$ cat src/rtl/ugas_pkg.sv
// Shared types, codes and constants of the undirected graph adjacency store.
package ugas_pkg;

  // Default number of vertex ids kept in the store.
  localparam int unsigned MaxVerticesDef = 64;

  // Field widths of the request and result items.
  localparam int unsigned KindW    = 4;
  localparam int unsigned VertexW  = 6;
  localparam int unsigned StatusW  = 2;
  localparam int unsigned InTdataW  = 16;
  localparam int unsigned OutTdataW = 8;

  // Operation codes carried in the request kind field.
  typedef enum logic [KindW-1:0] {
    OpAddV       = 4'd0,
    OpAddE       = 4'd1,
    OpDelV       = 4'd2,
    OpDelE       = 4'd3,
    OpComplete   = 4'd4,
    OpComplement = 4'd5,
    OpClear      = 4'd6,
    OpHasV       = 4'd7,
    OpHasE       = 4'd8,
    OpRelabel    = 4'd9
  } op_e;

  // Result status codes.
  localparam logic [StatusW-1:0] StatusOk      = 2'd0;
  localparam logic [StatusW-1:0] StatusLoop    = 2'd1;
  localparam logic [StatusW-1:0] StatusCollide = 2'd2;

  // Controller states.
  typedef enum logic [2:0] {
    StIdle,
    StFetch,
    StDecide,
    StSweep,
    StDrain,
    StResp
  } state_e;

  // Commands from the controller to the datapath.
  typedef struct packed {
    logic load_op;
    logic fetch;
    logic capture;
    logic cnt_clr;
    logic sweep_rd;
    logic commit;
    logic load_out;
  } ctrl_cmd_t;

  // Status from the datapath to the controller.
  typedef struct packed {
    logic need_sweep;
    logic last_row;
    logic out_free;
  } dp_stat_t;

endpackage

$ cat src/rtl/ugas_ctrl.sv
// Controller state machine of the undirected graph adjacency store.
module ugas_ctrl (
  input  logic                 clk_i,
  input  logic                 rst_ni,
  input  logic                 in_valid_i,
  output logic                 in_ready_o,
  input  ugas_pkg::dp_stat_t   stat_i,
  output ugas_pkg::ctrl_cmd_t  cmd_o
);

  ugas_pkg::state_e state_q, state_d;

  // State register.
  always_ff @(posedge clk_i or negedge rst_ni) begin
    if (!rst_ni) begin
      state_q <= ugas_pkg::StIdle;
    end else begin
      state_q <= state_d;
    end
  end

  // Next state.
  always_comb begin
    state_d = state_q;
    unique case (state_q)
      ugas_pkg::StIdle: begin
        if (in_valid_i) state_d = ugas_pkg::StFetch;
      end
      ugas_pkg::StFetch: begin
        state_d = ugas_pkg::StDecide;
      end
      ugas_pkg::StDecide: begin
        state_d = stat_i.need_sweep ? ugas_pkg::StSweep : ugas_pkg::StResp;
      end
      ugas_pkg::StSweep: begin
        if (stat_i.last_row) state_d = ugas_pkg::StDrain;
      end
      ugas_pkg::StDrain: begin
        state_d = ugas_pkg::StResp;
      end
      ugas_pkg::StResp: begin
        if (stat_i.out_free) state_d = ugas_pkg::StIdle;
      end
      default: begin
        state_d = ugas_pkg::StIdle;
      end
    endcase
  end

  // Command outputs.
  always_comb begin
    cmd_o      = '0;
    in_ready_o = 1'b0;
    unique case (state_q)
      ugas_pkg::StIdle: begin
        in_ready_o    = 1'b1;
        cmd_o.load_op = in_valid_i;
      end
      ugas_pkg::StFetch: begin
        cmd_o.fetch = 1'b1;
      end
      ugas_pkg::StDecide: begin
        cmd_o.capture = 1'b1;
        cmd_o.cnt_clr = 1'b1;
        cmd_o.commit  = !stat_i.need_sweep;
      end
      ugas_pkg::StSweep: begin
        cmd_o.sweep_rd = 1'b1;
      end
      ugas_pkg::StDrain: begin
        cmd_o.commit = 1'b1;
      end
      ugas_pkg::StResp: begin
        cmd_o.load_out = stat_i.out_free;
      end
      default: begin
        cmd_o = '0;
      end
    endcase
  end

endmodule

$ cat config.mk
export PLATFORM = sky130hd
export DESIGN_NAME = ugas_ctrl
export DESIGN_NICKNAME = d
export VERILOG_FILES = /design/src/rtl/ugas_pkg.sv /design/src/rtl/ugas_ctrl.sv
export SDC_FILE = /design/constraint.sdc
export NUM_CORES = 1
export LEC_CHECK = 0
export BUFFER_PORTS_ARGS = -buffer_cell sky130_fd_sc_hd__buf_2
export CORE_AREA = 2 2 39 41
export CTS_CLUSTER_DIAMETER = 80
export DETAILED_ROUTE_END_ITERATION = 6
export DIE_AREA = 0 0 41 43
export REMOVE_ABC_BUFFERS = 1
export SYNTH_ARGS = -nofsm -noshare
export SYNTH_HDL_FRONTEND = slang
export SYNTH_SLANG_ARGS = --single-unit
export TNS_END_PERCENT = 100
$ cat constraint.sdc
create_clock -name clk_i -period 2.9 [get_ports clk_i]
set_input_delay 0.58 -clock clk_i [delete_from_list [all_inputs] [get_ports clk_i]]
set_output_delay 0.58 -clock clk_i [all_outputs]
set_load 0.05 [all_outputs]
==> metrics.txt <==
TritonCTS clock tree yes; Post-Route WL ~560 um; wire length per cell 9.49 um; clk_skew 0.00137 ns; Slowest cell on crit path dfrtp_1; YS warnings 0; setup_tns 0 ns; vias after detailed routing between 200 and 250; f_max around 500 MHz; Top Ports 14; RSZ-0062 raised after global routing false; DR iter-0 viols 5; sequential share of the synthesized area 0.359; top layer in use met4; max reg flops 3; DP HPWL 407 um; Largest Register state_q; synthesized cell area 209 um2; Post-Syn Instances 28; Hold Crit Class primary input to asynchronous set/reset pin; largest net degree at the start of global routing 10; RR Endpoint state_q[2]; Compound-Gate Fraction of Synth Area 0.168; placed cell areas 282 um2; NumNets Final 50; adder-cell share of the synthesized area 0; Critical path buffers and inverters 1; fin worst setup slack 0.903 ns; status finished clean; CP Data Arrival Time 1.42 ns; Worst Max-Slew Pin Slew 0.287 ns; worst slack, placed 1.08 ns; Synth Area in XOR/XNOR 0; Seq cells post-synth 3; Antenna Nets Post-Route 0; Post-CTS Hold Fix Bufs 0; Die Y-Extent 43 um; CTS Buffer Depth 2; largest family of logic cells by synthesized area simple AND/OR/NAND/NOR gates; Sink Count 3; CP max FO 7; R2R Setup Slk 1.89 ns; delay-heaviest family, CP flip-flops; Clock Latency Late Sink 0.24 ns; hold_ws 0.123 ns; Top Registers state_q: 3 flops; final setup fails 0; most common cell after layout, fill and taps aside buf_2; Crit Reg-Reg Startpoint state_q[1]; Max Slew Vio Count 0; Period minus WS final 2.00 ns; max-cap violations 0; ranking of synthesized cells by area dfrtp_1, o21ai_0, nand2_1, nor2_1, o21a_1; post-synthesis mux area share 0; vias in the first global route 220; Die Area 1760 um2; post_cts resized 0; Synth-to-Final Area Change 47.3%; clk root buf clkbuf_4; TritonCTS buffer count 3; Relative slew margins 0.808; first-pass GRT wire length 952 um; final RePlAce weighted congestion just under 0.8; crit path cell chain nand2b_2 > o21a_1 > nor2_1 > buf_2; ANT cells 0; DR DRC count 0; Worst Setup End Kind primary output; period utilization 0.689; DR WL met3 ~52 um; post-synth top area share 0.359; post-route cell area 308 um2; R2R cell count 3; final-report hold violation count 0; Synth Area in Simple Gates 0.395; gr usage total 0.0914; Overflow after GRT 0; CTS clk-pin slew, worst paths 0.04 ns; DR WL met2 244 um; max incr delay on CP 0.43 ns; share of cells above drive strength 1 0.419; WP data required 2.32 ns; width of the die 41 um; H-tree depth 1; syn_area_per_cell 7.46 um2; # port buffers 13; setup bufs post-CTS 0; CP Launch Type flip-flop; initial antenna violation count 0; core area 1380 um2; vias per cell between 4 and 5; first-pass iteration count of the detailed router 3; # rows 14; Crit Path Category flip-flop to primary output; commonest cells after routing, fill and taps aside buf_2, nor2_1, nand2_1; Met1 Wirelength 239 um; synth unique cells 15; Synth area leader dfrtp_1; Initial Util 0.151
[worst max-delay path by stage]
stage | startpoint | endpoint | slack (ns) | cells after the start
after floorplan | state_q[2] | cmd_o[3] | 0.45 | 2
after global placement | in_valid_i | cmd_o[6] | 1.07 | 4
after detailed placement | in_valid_i | cmd_o[6] | 1.08 | 4
after CTS | state_q[2] | cmd_o[1] | 0.90 | 4
after global routing | state_q[2] | cmd_o[1] | 0.80 | 4
final | state_q[2] | cmd_o[1] | 0.90 | 4
[area by class of cell]
cell class / count / area [um2]
well taps: 16 / 20.0
inverters: 1 / 3.75
multi-input cells: 22 / 118
flip-flops and latches: 3 / 75.1
fillers: 168 / 1080
repair buffers: 13 / 65.1
clock buffers: 4 / 26.3
[Yosys cell counts]
master / number
a21oi_1: 1
o21a_1: 2
nand2_1: 4
buf_2: 1
dfrtp_1: 3
nor3b_1: 1
o21ai_0: 3
buf_4: 1
nand2b_1: 2
nor2b_2: 1
nor2_1: 4
nor3_1: 2
nand3_1: 1
inv_1: 1
nand2b_2: 1
[cell families after synthesis]
group / after synthesis
simple gates: 16
buf+inv: 3
flops: 3
compound gates: 6
[stage by stage]
| step | utilization | cells |
|---|---|---|
| after detailed placement | 0.203 | 55 |
| after global placement | 0.203 | 55 |
| after CTS | 0.222 | 59 |
| after floorplan | - | 26 |
| final | 0.222 | 59 |
| after global routing | 0.222 | 59 |
[routing by layer]
layer	up-vias	track usage
li1	123	-
met1	101	0.106
met2	11	0.0906
met3	3	0.0576
met4	0	0.120
met5	-	0
Power is not shown: default switching activity piles up to over one toggle a cycle in this logic, so the estimate is an artifact.
